<file path="src/design/npca_pkg.sv">
`default_nettype none

package npca_pkg;

    // Palette geometry. The attribute byte holds two 4-bit indexes.
    localparam int MAX_ENTRIES         = 16;
    localparam int PALETTE_ENTRIES_DEF = 16;
    localparam int IDX_W               = 4;
    localparam int CHAN_W              = 8;
    localparam int COLOR_W             = 3 * CHAN_W;
    localparam int SQ_W                = 2 * CHAN_W;
    // Three squared channel differences of at most 255*255 each fit in 18 bits.
    localparam int DIST_W              = SQ_W + 2;

    // Configuration registers: each holds two colors, at bits 0-23 and 32-55.
    localparam int PAIR_COUNT  = 8;
    localparam int PAIR_W      = 56;
    localparam int CFG_INDEX_W = 4;
    localparam int HI_LSB      = 32;

    typedef logic [DIST_W-1:0] dist_t;
    typedef logic [IDX_W-1:0]  idx_t;

    // Packed as 0xBBGGRR: red sits in the low byte.
    typedef struct packed {
        logic [CHAN_W-1:0] blue;
        logic [CHAN_W-1:0] green;
        logic [CHAN_W-1:0] red;
    } rgb_t;

    // Default 16-color console palette, two entries per register.
    localparam logic [PAIR_W-1:0] PAIR_RESET [PAIR_COUNT] = '{
        56'd36028797018963968,
        56'd36169534507352064,
        56'd36029346774777984,
        56'd54255126394732672,
        56'd71776119069638784,
        56'd72056494526365440,
        56'd71777214277878015,
        56'd72057589743026175
    };

    // Square of the absolute difference of two channel values.
    function automatic logic [SQ_W-1:0] sq_diff(
        input logic [CHAN_W-1:0] a,
        input logic [CHAN_W-1:0] b
    );
        logic [CHAN_W-1:0] d;
        begin
            d = (a > b) ? (a - b) : (b - a);
            sq_diff = SQ_W'(d) * SQ_W'(d);
        end
    endfunction

endpackage

`default_nettype wire

</file>
<file path="src/design/npca_argmin.sv">
`default_nettype none

// Four-level compare tree that finds the smallest distance. The left child
// always covers lower indexes, so it is kept unless the right one is
// strictly smaller; this gives the lowest index on a tie.
module npca_argmin #(
    parameter int ENTRIES = npca_pkg::PALETTE_ENTRIES_DEF
) (
    input  wire npca_pkg::dist_t  distance [ENTRIES],
    output npca_pkg::idx_t        index
);

    localparam int NODES = 2 * npca_pkg::MAX_ENTRIES - 1;
    localparam int FIRST_LEAF = npca_pkg::MAX_ENTRIES - 1;

    npca_pkg::dist_t node_dist [NODES];
    npca_pkg::idx_t  node_idx  [NODES];

    // Unused leaves carry the all-ones distance, which no real color reaches.
    for (genvar j = 0; j < npca_pkg::MAX_ENTRIES; j++) begin : g_leaf
        if (j < ENTRIES) begin : g_used
            assign node_dist[FIRST_LEAF + j] = distance[j];
        end
        else begin : g_pad
            assign node_dist[FIRST_LEAF + j] = '1;
        end
        assign node_idx[FIRST_LEAF + j] = npca_pkg::IDX_W'(j);
    end

    for (genvar n = 0; n < FIRST_LEAF; n++) begin : g_node
        logic right_wins;
        assign right_wins   = node_dist[2*n+2] < node_dist[2*n+1];
        assign node_dist[n] = right_wins ? node_dist[2*n+2] : node_dist[2*n+1];
        assign node_idx[n]  = right_wins ? node_idx[2*n+2]  : node_idx[2*n+1];
    end

    assign index = node_idx[0];

endmodule

`default_nettype wire

</file>
<file path="config.mk">
export PLATFORM = sky130hd
export DESIGN_NAME = npca_argmin
export DESIGN_NICKNAME = d
export VERILOG_FILES = /design/src/design/npca_pkg.sv /design/src/design/npca_argmin.sv
export SDC_FILE = /design/constraint.sdc
export NUM_CORES = 1
export LEC_CHECK = 0
export BUFFER_PORTS_ARGS = -buffer_cell sky130_fd_sc_hd__buf_2
export CORE_MARGIN = 1.5
export CORE_UTILIZATION = 40
export DETAILED_ROUTE_END_ITERATION = 10
export PLACE_DENSITY_LB_ADDON = 0.12
export SYNTH_ARGS = -nofsm -noshare
export SYNTH_HDL_FRONTEND = slang
export SYNTH_SLANG_ARGS = --single-unit
export TNS_END_PERCENT = 100
</file>
<file path="constraint.sdc">
create_clock -name vclk -period 8.56
set_clock_uncertainty 0.15 [all_clocks]
set_input_delay 0 -clock vclk [all_inputs]
set_output_delay 0 -clock vclk [all_outputs]
set_load 0.05 [all_outputs]
</file>
* Word-level counts from Yosys, hierarchy flattened *
Cells that the tools add are included.

storage, ports and cells
  register bits = 0
  latch bits = 0
  memory bits (writable) = 0
  memory bits (read-only) = 0
  output and inout bits = 4
  memories = 0

operators by class
  add/sub/neg operators = 0
  $mul = 0
  div/mod/pow operators = 0
  $lt $le $gt $ge = 15
  equality and inequality tests = 0
  shift operators = 0
  multiplexer cells = 29
  bitwise operators = 0
  reduce and logical (&&, ||, !) cells = 0

operators by type and width
  cell                         count
  18-bit less-than comparator  15
  18-bit two-way mux           14
  4-bit two-way mux            7
  1-bit two-way mux            8

* Logic depth before layout (Yosys ltp) *
  depth after elaboration = 8
  gate-level depth with buffers = 46

* Worst setup path before layout *
No wires, ideal clock.

  kind = input to output
  start point = in distance[143] in the netlist's numbering
  end point = out index[0]
  data arrival time = 8.563 ns
  slack = -0.153 ns
  cell stages on the path = 42
  buffers on the path = 6
  cell sequence = inv_1 -> ha_1 -> nand4_1 -> nor4_1 -> o21ai_0 -> o21ai_0 -> buf_1 -> clkbuf_1 -> mux2i_1 -> ha_1 -> a2111oi_0 -> o21ai_1 -> o2111a_1 -> a2111oi_0 -> o21a_1 -> buf_2 -> buf_2 -> mux2_2 -> (+6 left out) -> nor2_1 -> o21a_1 -> clkbuf_1 -> clkbuf_1 -> nand2_1 -> o21ai_0 -> ha_1 -> a21oi_1 -> nor2b_1 -> o21ai_0 -> a21oi_1 -> nor3_1 -> o211a_1 -> o211ai_1 -> a211oi_1 -> o22ai_1 -> a41o_1 -> mux2i_1

on the way
  longest elaborated chain between the ends = 8
  elaborated cells on any way between the ends = 11
  classes of those cells = 4 x order compare; 7 x mux

RTL lines
  item                         RTL line           RTL
  from (decl)                  npca_argmin.sv:9   input wire npca_pkg::dist_t distance [ENTRIES],
  18-bit less-than comparator  npca_argmin.sv:32  assign right_wins = node_dist[2*n+2] < node_dist[2*n+1];
  18-bit two-way mux           npca_argmin.sv:33  assign node_dist[n] = right_wins ? node_dist[2*n+2] : node_dist[2*n+1];
  18-bit less-than comparator  npca_argmin.sv:32
  18-bit two-way mux           npca_argmin.sv:33
  18-bit less-than comparator  npca_argmin.sv:32
  18-bit two-way mux           npca_argmin.sv:33
  18-bit less-than comparator  npca_argmin.sv:32
  4-bit two-way mux (*)        npca_argmin.sv:34  assign node_idx[n] = right_wins ? node_idx[2*n+2] : node_idx[2*n+1];
  to (decl)                    npca_argmin.sv:10  output npca_pkg::idx_t index

Mark *: on every way between the ends. The rest lies on a longest branch, timed or not.

* Worst setup path in the final report *
  start point = in distance[219] in the netlist's numbering
  end point = out index[2]

on the way
  longest elaborated chain between the ends = 8
  elaborated cells on any way between the ends = 9
  classes of those cells = 4 x order compare; 5 x mux

RTL lines
  item                         RTL line
  18-bit less-than comparator  npca_argmin.sv:32
  18-bit two-way mux (*)       npca_argmin.sv:33
  18-bit less-than comparator  npca_argmin.sv:32
  18-bit two-way mux (*)       npca_argmin.sv:33
  18-bit less-than comparator  npca_argmin.sv:32
  18-bit two-way mux           npca_argmin.sv:33
  18-bit less-than comparator  npca_argmin.sv:32
  4-bit two-way mux (*)        npca_argmin.sv:34

Marks and branches as above.

==> results by group <==
STA
  – Period utilization: 94.28%
  – Final WS setup: 489.5 ps
  – Fmax: 123.9 MHz
  – Min Tclk post-route: 8070 ps
  – Final Max Slew Viols: 0
  – Rel. slew slack: 60.90%
  – Hold Worst Slack: 754.6 ps
  – Setup TNS: 0 ps
  – Fin. Hold Viols: 0
  – Worst slew pin tran: 580.3 ps
  – Final setup viols: 0

Final layout
  – Clock buffer count: 0
  – Reg area: 0 µm²
  – Area grow syn2layout: 23.93%
  – Design area: 11350 µm²
  – Fillers: 2318
  – NumNets Final: 2104
  – Final Util: 50.27%
  – Seq Cell Count: 0
  – ANT cells: 0
  – Share of cells above drive strength 1: 26.03%

Setup path
  – Setup crit end kind: output pin
  – Crit start category: input port
  – Slowest stage cell, crit path: a2111oi_4
  – Critical path class: in2out
  – Crit path DAT: 7920 ps
  – Largest stage delay, worst path: 420 ps
  – Worst endpoint required time: 8410 ps
  – Crit Path Max Fanout: 17

Floorplan
  – Die footprint: 23810 µm²
  – Die Y-Extent: 154.3 µm
  – Initial Utilization: 40.57%
  – Row count: 55
  – Die width: 154.3 µm
  – Core Area: 22570 µm²
  – I/O pin count: 292

Detailed routing
  – Drt via density: 5.300
  – Routed vias: 9779
  – Final WL: 27590 µm
  – Avg WL per Cell: 14.95 µm
  – DRC: 0
  – 1st-iter DRT viols: 430
  – Pre-antenna DRT Iters: 5
  – DRT antenna net count: 0

Min path
  – Cells on Worst Hold Path: 5
  – Hold endpoint: index[3]
  – Beginning of the worst hold path: distance[216]
  – Worst min path class: in2out

Run
  – Max-cap violations: 0

Place
  – RD Place Congestion: 0.9092
  – IO buf count: 292
  – DP HPWL: 25040 µm
  – Placed Area: 11100 µm²
  – Setup WS pre-CTS: -136.1 ps

Global routing
  – Gr ovfl total: 0
  – Largest net degree at the start of global routing: 26
  – Vias in the first global route: 9187
  – Initial antenna violation count: 0
  – Global-route wire length before repair: 44040 µm
  – GRT Util Overall: 22.28%

Synth
  – Synth area leaders: ha_1 35%, mux2i_1 16%, inv_1 8.9%
  – Yosys warnings: 0
  – Syn_nets: 1797
  – Synthesized area: 9156 µm²
  – Top post-synthesis cells by count: 254 x ha_1, 218 x inv_1, 150 x mux2i_1
  – Most frequent cell after synthesis: ha_1
  – Cells after Synth: 1255
  – Register area share after synthesis: 0%
  – Synth cell types: 54
  – Share of the synthesized area in the top cell type: 34.71%
  – Average cell area after synthesis: 7.296 µm²
  – Cell taking the most area after synthesis: ha_1

Clock tree
  – Hold buffer count at cts: 0

Pwr
  – Worst VDD drop: 105.6 µV
  – Cell leakage power: 6.609 nW
  – P per Cell Area: 152.2 nW/µm²

Status
  – Status: complete, no violations
## cell type report
cell class	instances	area (µm²)	share of cell area, %
Multi-Input combinational cell	1006	8330	73.42
Tap cell	285	356.6	3.143
Timing Repair Buffer	336	1842	16.23
Inverter	218	818.3	7.211
## worst max-delay path by stage
| stage | start | slack [ps] | to |
|---|---|---|---|
| 4_1_cts | distance[20] | 50 | index[2] |
| 3_3_place_gp | distance[20] | 5 | index[2] |
| 5_1_grt | distance[219] | -30 | index[0] |
| 2_1_floorplan | distance[143] | -150 | index[0] |
| 6_report | distance[219] | 490 | index[2] |
| 3_5_place_dp | distance[20] | -140 | index[2] |
## kinds of logic (layout without fill, tap and decap cells)
kind of cell	Yosys count	in the layout	synth area share, %
AOI/OAI and AO/OA	306	306	20.70
adders and majority gates	254	254	34.71
buffers and inverters	249	554	10.40
muxes	186	186	20.83
and+or+nand+nor	260	260	13.36
## cell usage in the layout (no fill, tap or decap), drive strengths merged, types with 6 or more instances in the layout
cell,instances
a211o,6
a211oi,13
a21o,25
a21oi,126
a221oi,9
and3,8
and4,6
buf,336
ha,254
inv,218
mux2,36
mux2i,150
nand2,72
nand2b,7
nand3,18
nand4,29
nor2,86
nor2b,12
nor3,11
o211ai,8
o21a,9
o21ai,69
## per-layer routing
layer | global-route usage, % | vias to the layer above | routed length, µm
met2 | 36.59 | 270 | 11410
met4 | 3.068 | 0 | 469
met1 | 32.57 | 4355 | 14310
met3 | 1.373 | 20 | 1405
met5 | 0 | - | 0
li1 | - | 5134 | -
## critical path, delay by kind of cell
family          cells  cell delay [ps]
simple gates       12             1550
fa+ha+maj           4             1220
buf+inv             9             1310
mux                 2              450
compound gates     18             3360
## metrics by stage
stage                     instances  power [mW]
final                          1845       1.727
after detailed placement       1830       1.622
after CTS                      1830       1.631
after global placement         1830       1.601
after global routing           1845       1.927
after floorplan                1255       1.143
## what timing repair did
item,4_1_cts,5_1_grt
pin swaps,0,4
buffers inserted,0,14
gates cloned,0,1
endpoints found under the setup margin,4,4
gates resized for setup,2,32
## power by group
part           switching [mW]  total (mW)  internal (mW)
sequential                  0           0              0
combinational           0.987        1.73          0.740
clock                       0           0              0
Power figures use the tool's default switching activity.
