## src/design/npca_pkg.sv

```systemverilog
`default_nettype none

package npca_pkg;

    // Palette geometry. The attribute byte holds two 4-bit indexes.
    localparam int MAX_ENTRIES         = 16;
    localparam int PALETTE_ENTRIES_DEF = 16;
    localparam int IDX_W               = 4;
    localparam int CHAN_W              = 8;
    localparam int COLOR_W             = 3 * CHAN_W;
    localparam int SQ_W                = 2 * CHAN_W;
    // Three squared channel differences of at most 255*255 each fit in 18 bits.
    localparam int DIST_W              = SQ_W + 2;

    // Configuration registers: each holds two colors, at bits 0-23 and 32-55.
    localparam int PAIR_COUNT  = 8;
    localparam int PAIR_W      = 56;
    localparam int CFG_INDEX_W = 4;
    localparam int HI_LSB      = 32;

    typedef logic [DIST_W-1:0] dist_t;
    typedef logic [IDX_W-1:0]  idx_t;

    // Packed as 0xBBGGRR: red sits in the low byte.
    typedef struct packed {
        logic [CHAN_W-1:0] blue;
        logic [CHAN_W-1:0] green;
        logic [CHAN_W-1:0] red;
    } rgb_t;

    // Default 16-color console palette, two entries per register.
    localparam logic [PAIR_W-1:0] PAIR_RESET [PAIR_COUNT] = '{
        56'd36028797018963968,
        56'd36169534507352064,
        56'd36029346774777984,
        56'd54255126394732672,
        56'd71776119069638784,
        56'd72056494526365440,
        56'd71777214277878015,
        56'd72057589743026175
    };

    // Square of the absolute difference of two channel values.
    function automatic logic [SQ_W-1:0] sq_diff(
        input logic [CHAN_W-1:0] a,
        input logic [CHAN_W-1:0] b
    );
        logic [CHAN_W-1:0] d;
        begin
            d = (a > b) ? (a - b) : (b - a);
            sq_diff = SQ_W'(d) * SQ_W'(d);
        end
    endfunction

endpackage

`default_nettype wire

```

## src/design/npca_palette.sv

```systemverilog
`default_nettype none

// Palette register file: eight write-only pair registers, reset to the
// console palette, presented as sixteen colors.
module npca_palette (
    input  wire logic                               clk,
    input  wire logic                               rst_n,
    input  wire logic                               cfg_valid,
    input  wire logic [npca_pkg::CFG_INDEX_W-1:0]   cfg_index,
    input  wire logic [npca_pkg::PAIR_W-1:0]        cfg_data,
    output logic                                    cfg_ready,
    output npca_pkg::rgb_t                          palette [npca_pkg::MAX_ENTRIES]
);

    npca_pkg::rgb_t entry_reg [npca_pkg::MAX_ENTRIES];
    logic           wr_en;

    assign cfg_ready = 1'b1;
    assign wr_en     = cfg_valid && cfg_ready;

    for (genvar k = 0; k < npca_pkg::PAIR_COUNT; k++) begin : g_pair
        always_ff @(posedge clk or negedge rst_n)
        begin
            if (!rst_n)
            begin
                entry_reg[2*k]   <= npca_pkg::PAIR_RESET[k][npca_pkg::COLOR_W-1:0];
                entry_reg[2*k+1] <= npca_pkg::PAIR_RESET[k][npca_pkg::HI_LSB +:
                                                            npca_pkg::COLOR_W];
            end
            else if (wr_en && cfg_index == npca_pkg::CFG_INDEX_W'(k))
            begin
                // Bits 24-31 of the written word are dropped.
                entry_reg[2*k]   <= cfg_data[npca_pkg::COLOR_W-1:0];
                entry_reg[2*k+1] <= cfg_data[npca_pkg::HI_LSB +: npca_pkg::COLOR_W];
            end
        end
    end

    assign palette = entry_reg;

endmodule

`default_nettype wire

```

## config.mk

```make
export PLATFORM = sky130hd
export DESIGN_NAME = npca_palette
export DESIGN_NICKNAME = d
export VERILOG_FILES = /design/src/design/npca_pkg.sv /design/src/design/npca_palette.sv
export SDC_FILE = /design/constraint.sdc
export NUM_CORES = 1
export LEC_CHECK = 0
export BUFFER_PORTS_ARGS = -buffer_cell sky130_fd_sc_hd__clkbuf_2
export CORE_MARGIN = 3
export CORE_UTILIZATION = 30
export CTS_CLUSTER_SIZE = 12
export DETAILED_ROUTE_END_ITERATION = 10
export GPL_TIMING_DRIVEN = 0
export PLACE_DENSITY = 0.56
export SLEW_MARGIN = 0
export SYNTH_ARGS = -nofsm -noshare
export SYNTH_HDL_FRONTEND = slang
export SYNTH_SLANG_ARGS = --single-unit
```

## constraint.sdc

```tcl
create_clock -name clk -period 0.9 [get_ports clk]
set_input_delay 0 -clock clk [delete_from_list [all_inputs] [get_ports clk]]
set_output_delay 0 -clock clk [all_outputs]
set_load 0.005 [all_outputs]
```

# Word level (Yosys, flattened, before mapping)
# Index checks and enable logic that the tools add are counted.
# totals
ff_bits	384
in_bits	63
output_inout_bits	385
word_cells	64
# classes
n_eq_ne	7
reduce_logical	9
# op_table
operator	count
$eq 4x3->1 const B	4
$eq 4x2->1 const B	2
$logic_and 1x1->1	8
$eq 4x1->1 const B	1
$logic_not 4->1	1

# Depth between registers and ports, before layout
# Gate-level depths: netlist of the first run.
# depth
word_depth	2
depth_mapped	5
ltp_nobuf	3

# Worst setup path after synthesis of the first run
# No wires, ideal clock.
# synth_timing
kind	input -> register
startpoint	in cfg_index[3] (netlist bit)
endpoint	reg entry_reg (netlist bit palette[121])
setup_ns	0.125
t_arrival_ns	1.104
t_required_ns	0.775
path_slack_ns	-0.328
path_stages	5
n_path_buf	2
path_cell_list	nand3b_4 nor3b_2 buf_2 buf_4 mux2_2
# synth_between
elab_chain_cells	2
# synth_rtl
item	line_no	rtl
start: declaration	npca_palette.sv:9	input wire logic [npca_pkg::CFG_INDEX_W-1:0] cfg_index,
$eq 4x3->1	npca_palette.sv:30	else if (wr_en && cfg_index == npca_pkg::CFG_INDEX_W'(k))
$logic_and 1x1->1	npca_palette.sv:30	
end signal: indexed assignment	npca_palette.sv:27	entry_reg[2*k+1] <= npca_pkg::PAIR_RESET[k][npca_pkg::HI_LSB +:
end signal: indexed assignment	npca_palette.sv:33	entry_reg[2*k] <= cfg_data[npca_pkg::COLOR_W-1:0];
end signal: indexed assignment	npca_palette.sv:34	entry_reg[2*k+1] <= cfg_data[npca_pkg::HI_LSB +: npca_pkg::COLOR_W];
end: declaration	npca_palette.sv:15	npca_pkg::rgb_t entry_reg [npca_pkg::MAX_ENTRIES];
# No other way between the ends.
# A chain may end at the register's enable or synchronous reset.

# Final worst setup path of the first run
# layout_timing
startpoint	reg entry_reg (netlist bit palette[132])
endpoint	out palette[132] (netlist bit)
# layout_rtl
item	line_no	rtl
start signal: indexed assignment	npca_palette.sv:26	entry_reg[2*k] <= npca_pkg::PAIR_RESET[k][npca_pkg::COLOR_W-1:0];
start signal: indexed assignment	npca_palette.sv:27	
start signal: indexed assignment	npca_palette.sv:33	
end: declaration	npca_palette.sv:12	output npca_pkg::rgb_t palette [npca_pkg::MAX_ENTRIES]
# No word-level cell between the ends.

==> impl_metrics.env, run 1 <==
export IMPL_slew_viol_final=0
export IMPL_synth_compound_gate_area_share=0
export IMPL_htree_num_levels=2
export IMPL_synth_top_family_by_area="multiplexers"
export IMPL_final_cells=2112
export IMPL_tightest_slew_ns=0.630
export IMPL_p_seq_frac=0.441
export IMPL_io_buffers=438
export IMPL_intPower_uw=41500
export IMPL_final_cell_mix="348 x clkbuf_2, 283 x mux2_2, 270 x dfrtp_1"
export IMPL_timing_rr_start="palette[238]"
export IMPL_drive_above_1_share=0.775
export IMPL_power_switching_uw=14100
export IMPL_synth_nets=885
export IMPL_p_per_area_mw_per_mm2=2580
export IMPL_ys_ff_latch=384
export IMPL_p_leak_uw=0.0104
export IMPL_die_height_um=226
export IMPL_numCtsBuffers=43
export IMPL_place_hpwl_um=29200
export IMPL_critPathMaxFanout=2
export IMPL_largest_register_ff_count=384
export IMPL_critPathTopFamily="flip-flops"
export IMPL_max_stage_delay_ns=0.54
export IMPL_num_nets_final=1526
export IMPL_area_growth_pct=48.5
export IMPL_wl_per_cell_um=21.2
export IMPL_cts_tree="yes"
export IMPL_drv_cap=0
export IMPL_first_global_vias=10100
export IMPL_synth_area_mm2=0.0145
export IMPL_yosysUniqueCellTypes=16
export IMPL_critPathBufInv=1
export IMPL_fin_crit_ns=1.20
export IMPL_pwr_share_clk=0.317
export IMPL_hold_buffers=48
export IMPL_grt_overflow=0
export IMPL_highest_layer="met4"
export IMPL_antenna_found_initial=0
export IMPL_place_gp_congestion=0.709
export IMPL_start_util=0.304
export IMPL_place_inst=1878
export IMPL_insertion_delay_ns=0.54
export IMPL_dieArea_mm2=0.0511
export IMPL_viasPerCell=4.47
export IMPL_hold_class="in -> async"
export IMPL_worstPathRequired_ns=0.90
export IMPL_fmax_ghz=0.834
export IMPL_ir_worst_vdd_mv=1.64
export IMPL_violations="hold timing, setup timing"
export IMPL_final_setup_worst_slack_ns=-0.300
export IMPL_track_usage=0.168
export IMPL_holdWs_ns=-0.585
export IMPL_drt_iter0_drc=284
export IMPL_reg2reg_slack_ns=-0.11
export IMPL_setup_viol_count_final=397
export IMPL_synthAdderAreaFrac=0
export IMPL_path_clk_slew_ns=0.06
export IMPL_worstPathCellList="clkbuf_2"
export IMPL_syn_inst=822
export IMPL_routed_wl_um=44800
export IMPL_comb_power_share=0.242
export IMPL_rsz0062_at_grt="yes"
export IMPL_grt_max_degree=117
export IMPL_layout_commonest_cell="clkbuf_2"
export IMPL_diodes=0
export IMPL_rows=80
export IMPL_synth_seq_area_share=0.671
export IMPL_drc=0
export IMPL_yosys_area_share_xor_xnor=0
export IMPL_fin_area_mm2=0.0216
export IMPL_status="finished with violations"
export IMPL_fin_tns_setup_ns=-70.25
export IMPL_clockBufferDepth=3
export IMPL_ant_nets=0
export IMPL_syn_avg_cell_area_um2=17.7
export IMPL_hold_violations=209
export IMPL_endpoint_kind="primary output"
export IMPL_crit_arrival_ns=1.20
export IMPL_synth_warnings=0
export IMPL_worst_setup_path_type="reg -> out"
export IMPL_fin_crit_sh=1.33
export IMPL_route_vias_total=9446
export IMPL_reg2reg_depth=3
export IMPL_grt_pass1_wl_um=64700
export IMPL_wl_met3_um=3290
export IMPL_clock_sinks=384
export IMPL_slew_headroom=0.580
export IMPL_synthSimpleGateAreaFrac=0.00723
export IMPL_core_area_mm2=0.0478
export IMPL_r2r_end="palette[238]"
export IMPL_synth_mux_area_frac=0.303
export IMPL_start_kind="register"
export IMPL_wl_met1_um=19200
export IMPL_crit_slowest_cell="dfstp_2"
export IMPL_place_area_mm2=0.0180
export IMPL_fin_skew_ns=0
export IMPL_clockRootBuffer="clkbuf_16"
export IMPL_pin_count=448
export IMPL_wl_met2_um=21400
export IMPL_switching_share=0.254
export IMPL_first_pass_iters=4
export IMPL_die_x_um=226
export IMPL_power_uw=55600
-- cell type report --
| type | instances | area (um2) |
|---|---|---|
| fill | 4303 | 26300 |
| clock inverter | 10 | 106 |
| sequential | 384 | 9750 |
| clock buffer | 69 | 1340 |
| buffer | 41 | 515 |
| multi-input combinational | 397 | 4840 |
| tap | 615 | 769 |
| timing repair buffer | 596 | 4270 |
-- metrics by stage --
stage | utilization | hold slack, ns | setup WS [ns]
2_1_floorplan | - | -0.296 | -0.300
3_5_place_dp | 0.377 | 0.132 | -0.712
3_3_place_gp | 0.375 | 0.353 | -8.64
6_report | 0.451 | -0.585 | -0.300
5_1_grt | 0.451 | -0.604 | -0.352
4_1_cts | 0.431 | -0.609 | -0.361
-- layer usage --
layer  vias up  GRT usage
met5         -          0
met4         0     0.0462
met3        60     0.0537
met2       290      0.274
met1      4891      0.215
li1       4205          -
-- logic make-up after synthesis --
kind of cell | after synthesis
other | 1
DFF | 384
and+or+nand+nor | 12
buffers and inverters | 41
muxes | 384
-- worst max path at each step --
stage | startpoint | endpoint | slack (ns) | cells after the start
after floorplan | cfg_index[3] | palette[169] | -0.30 | 5
after global placement | rst_n | palette[250] | -8.64 | 1
after detailed placement | cfg_index[3] | palette[36] | -0.71 | 6
after CTS | palette[15] | palette[15] | -0.36 | 1
after global routing | palette[4] | palette[4] | -0.35 | 1
final | palette[132] | palette[132] | -0.30 | 1
-- cells in the mapped netlist --
master,instances,area share
nand3b_4,1,0.0014
buf_4,6,0.0031
dfstp_2,114,0.21
nor2_1,2,0.00052
buf_2,26,0.0090
or3_4,1,0.00077
mux2_1,5,0.0039
buf_6,9,0.0070
mux2_2,359,0.28
mux2_4,20,0.021
nor3b_2,3,0.0026
conb_1,1,0.00026
dfrtp_1,270,0.46
nand2_1,2,0.00052
and3_1,1,0.00043
nand3b_1,2,0.0010
-- worst reg2reg max path, cell delays in order, from the launching register on --
cell and delay, ns:
dfrtp_1 0.39, buf_4 0.13, buf_4 0.12, mux2_4 0.25
-- power by group through the flow --
stage | Clock [uW] | Combinational, uW | Sequential [uW]
finish | 17600 | 13500 | 24500
global route | 18900 | 14600 | 25000
CTS | 18200 | 12200 | 24300
detailed placement | 0 | 10900 | 24600
global placement | 0 | 10700 | 24400
floorplan | 0 | 4270 | 24700
-- repair_timing --
action,in CTS,in global routing
resized for setup,10,207
cloned,0,4
hold endpoints to repair,616,159
pin swaps,1,7
setup endpoints to repair,544,498
setup buffers,77,43
(Power assumes the default switching activity.)
==> run 2, diff against run 1 <==
ABC_AREA = 1   (was default)
MAX_ROUTING_LAYER = met4   (was default)
PLACE_DENSITY = 0.55   (was 0.56)
==> run 2 against run 1 <==
  * The flow still finishes with violations (hold timing, setup timing)
  * Die area is 12% higher
  * Clock skew stayed put
  * Hold slack worse by 0.070 ns
  * Critical path depth stayed put
  * Sequential power hardly changed
  * Critical path type unchanged
  * Cell area is 9.8% higher
==> impl_metrics.env, run 2 <==
export IMPL_fin_crit_sh=1.39
export IMPL_first_pass_iters=7
export IMPL_power_uw=58200
export IMPL_numCtsBuffers=46
export IMPL_status="finished with violations"
export IMPL_endpoint_kind="primary output"
export IMPL_rows=84
export IMPL_grt_pass1_wl_um=99000
export IMPL_insertion_delay_ns=0.56
export IMPL_start_util=0.307
export IMPL_syn_inst=1848
export IMPL_hold_violations=203
export IMPL_violations="hold timing, setup timing"
export IMPL_clockBufferDepth=3
export IMPL_syn_avg_cell_area_um2=8.86
export IMPL_grt_max_degree=112
export IMPL_clockRootBuffer="clkbuf_16"
export IMPL_synthFlopType="dfrtp_1"
export IMPL_drc=0
export IMPL_p_per_area_mw_per_mm2=2460
export IMPL_io_buffers=390
export IMPL_synth_seq_area_share=0.596
export IMPL_startpoint="palette[113]"
export IMPL_num_nets_final=2593
export IMPL_ant_nets=0
export IMPL_first_global_vias=15100
export IMPL_track_usage=0.240
export IMPL_route_vias_total=15600
export IMPL_ys_ff_latch=384
export IMPL_synth_warnings=0
export IMPL_pin_count=448
export IMPL_synth_nets=1911
export IMPL_antenna_found_initial=5
export IMPL_area_growth_pct=44.7
export IMPL_crit_slowest_cell="dfstp_2"
export IMPL_hold_buffers=48
export IMPL_setup_viol_count_final=393
export IMPL_layout_commonest_cell="nand2_1"
export IMPL_place_hpwl_um=47800
export IMPL_synth_top_cell_area_share=0.413
export IMPL_viasPerCell=4.77
export IMPL_place_inst=2929
export IMPL_fin_crit_ns=1.25
export IMPL_fmax_ghz=0.801
export IMPL_die_height_um=240
export IMPL_htree_num_levels=2
export IMPL_largest_register_ff_count=384
export IMPL_core_area_mm2=0.0533
export IMPL_final_setup_worst_slack_ns=-0.348
export IMPL_synth_edff_count=0
export IMPL_critPathBufInv=1
export IMPL_synth_common_cells="819 x nand2_1, 270 x dfrtp_1, 240 x nand4_1"
export IMPL_final_cell_mix="811 x nand2_1, 321 x clkbuf_2, 270 x dfrtp_1"
export IMPL_synth_async_reset_ratio=1.00
export IMPL_worstPathCellList="clkbuf_2"
export IMPL_drive_above_1_share=0.368
export IMPL_drv_cap=0
export IMPL_p_leak_uw=0.0127
export IMPL_start_kind="register"
export IMPL_dieArea_mm2=0.0574
export IMPL_crit_arrival_ns=1.25
export IMPL_routed_wl_um=69300
export IMPL_slew_viol_final=0
export IMPL_path_clk_slew_ns=0.06
export IMPL_tightest_slew_ns=0.706
export IMPL_drt_iter0_drc=865
export IMPL_wl_per_cell_um=21.2
export IMPL_worstPathRequired_ns=0.90
export IMPL_holdWs_ns=-0.656
export IMPL_slew_headroom=0.529
export IMPL_clock_sinks=384
export IMPL_cts_tree="yes"
export IMPL_rsz0062_at_grt="yes"
export IMPL_synth_area_mm2=0.0164
export IMPL_ir_worst_vdd_mv=1.43
export IMPL_die_x_um=240
export IMPL_timing_rr_start="palette[112]"
export IMPL_worst_setup_path_type="reg -> out"
export IMPL_yosysUniqueCellTypes=16
export IMPL_hold_class="in -> async"
export IMPL_synth_largest_area_cell="dfrtp_1"
export IMPL_synth_area_leaders="dfrtp_1 41%, nand2_1 19%, dfstp_2 18%"
export IMPL_place_gp_congestion=0.820
export IMPL_max_stage_delay_ns=0.54
export IMPL_synth_most_common_cell="nand2_1"
export IMPL_fin_tns_setup_ns=-83.43
export IMPL_critPathTopFamily="flip-flops"
export IMPL_final_cells=3260
export IMPL_fin_skew_ns=0
export IMPL_critPathMaxFanout=2
export IMPL_grt_overflow=0
run 2: changes by cell type in the layout (fill, tap and decap cells not counted), moves of 94 or more:
cell / change
mux2_4: -101
inv_1: +95
mux2_2: -283
o21bai_1: +94
nand2_1: +809
nand4_1: +240
buf_4: +118
run 2: worst paths after layout:
kind / end / slack [ns] / depth (start not counted)
min in group clk: palette[183] / 0.06 / 5
max in group asynchronous: palette[265] / 0.22 / 3
setup reg to reg: palette[112] / -0.05 / 4
hold / removal: palette[136] / -0.66 / 1
setup / recovery: palette[113] / -0.35 / 1
hold reg to reg: palette[27] / 0.46 / 2
run 2: cell type report:
class / count / area, um2
Antenna cell: 5 / 12.5
Buffer: 190 / 967
Clock buffer: 71 / 1380
Clock inverter: 14 / 140
Fill cell: 5169 / 29600
Inverter: 101 / 379
Multi-Input combinational cell: 1171 / 5490
Sequential cell: 384 / 9750
Tap cell: 688 / 861
Timing Repair Buffer: 636 / 4710
run 2: metal layers:
layer	global-route usage	vias up	share of wire
li1	-	7312	-
met1	0.290	7620	0.41
met2	0.387	534	0.48
met3	0.0722	99	0.088
met4	0.0739	0	0.029
met5	-	-	0
run 2: cell families (layout without fill, tap and decap cells):
family | after synthesis | in the layout | share of synthesized area
buffers and inverters | 293 | 1012 | 0.0767
DFF | 384 | 384 | 0.596
AOI/OAI and AO/OA | 96 | 96 | 0.0440
and+or+nand+nor | 1074 | 1074 | 0.284
other | 1 | 6 | 0.000229
run 2: metrics by stage:
stage | util | cell area (um2) | setup slack, ns
floorplan | - | 16400 | 0.00199
global placement | 0.360 | 19200 | -8.83
detailed placement | 0.362 | 19300 | -1.34
CTS | 0.421 | 22400 | -0.394
global route | 0.445 | 23700 | -0.394
finish | 0.445 | 23700 | -0.348
run 2: report_power, final:
part           switching, uW  internal, uW
Combinational           7160          8020
Clock                   7650         11100
Sequential              2470         21800
run 2: timing repair:
| action | in CTS | in global routing |
|---|---|---|
| pin swaps | 2 | 13 |
| resized for setup | 66 | 249 |
| hold endpoints to repair | 584 | 203 |
| buffers inserted | 112 | 89 |
| endpoints found under the setup margin | 807 | 642 |
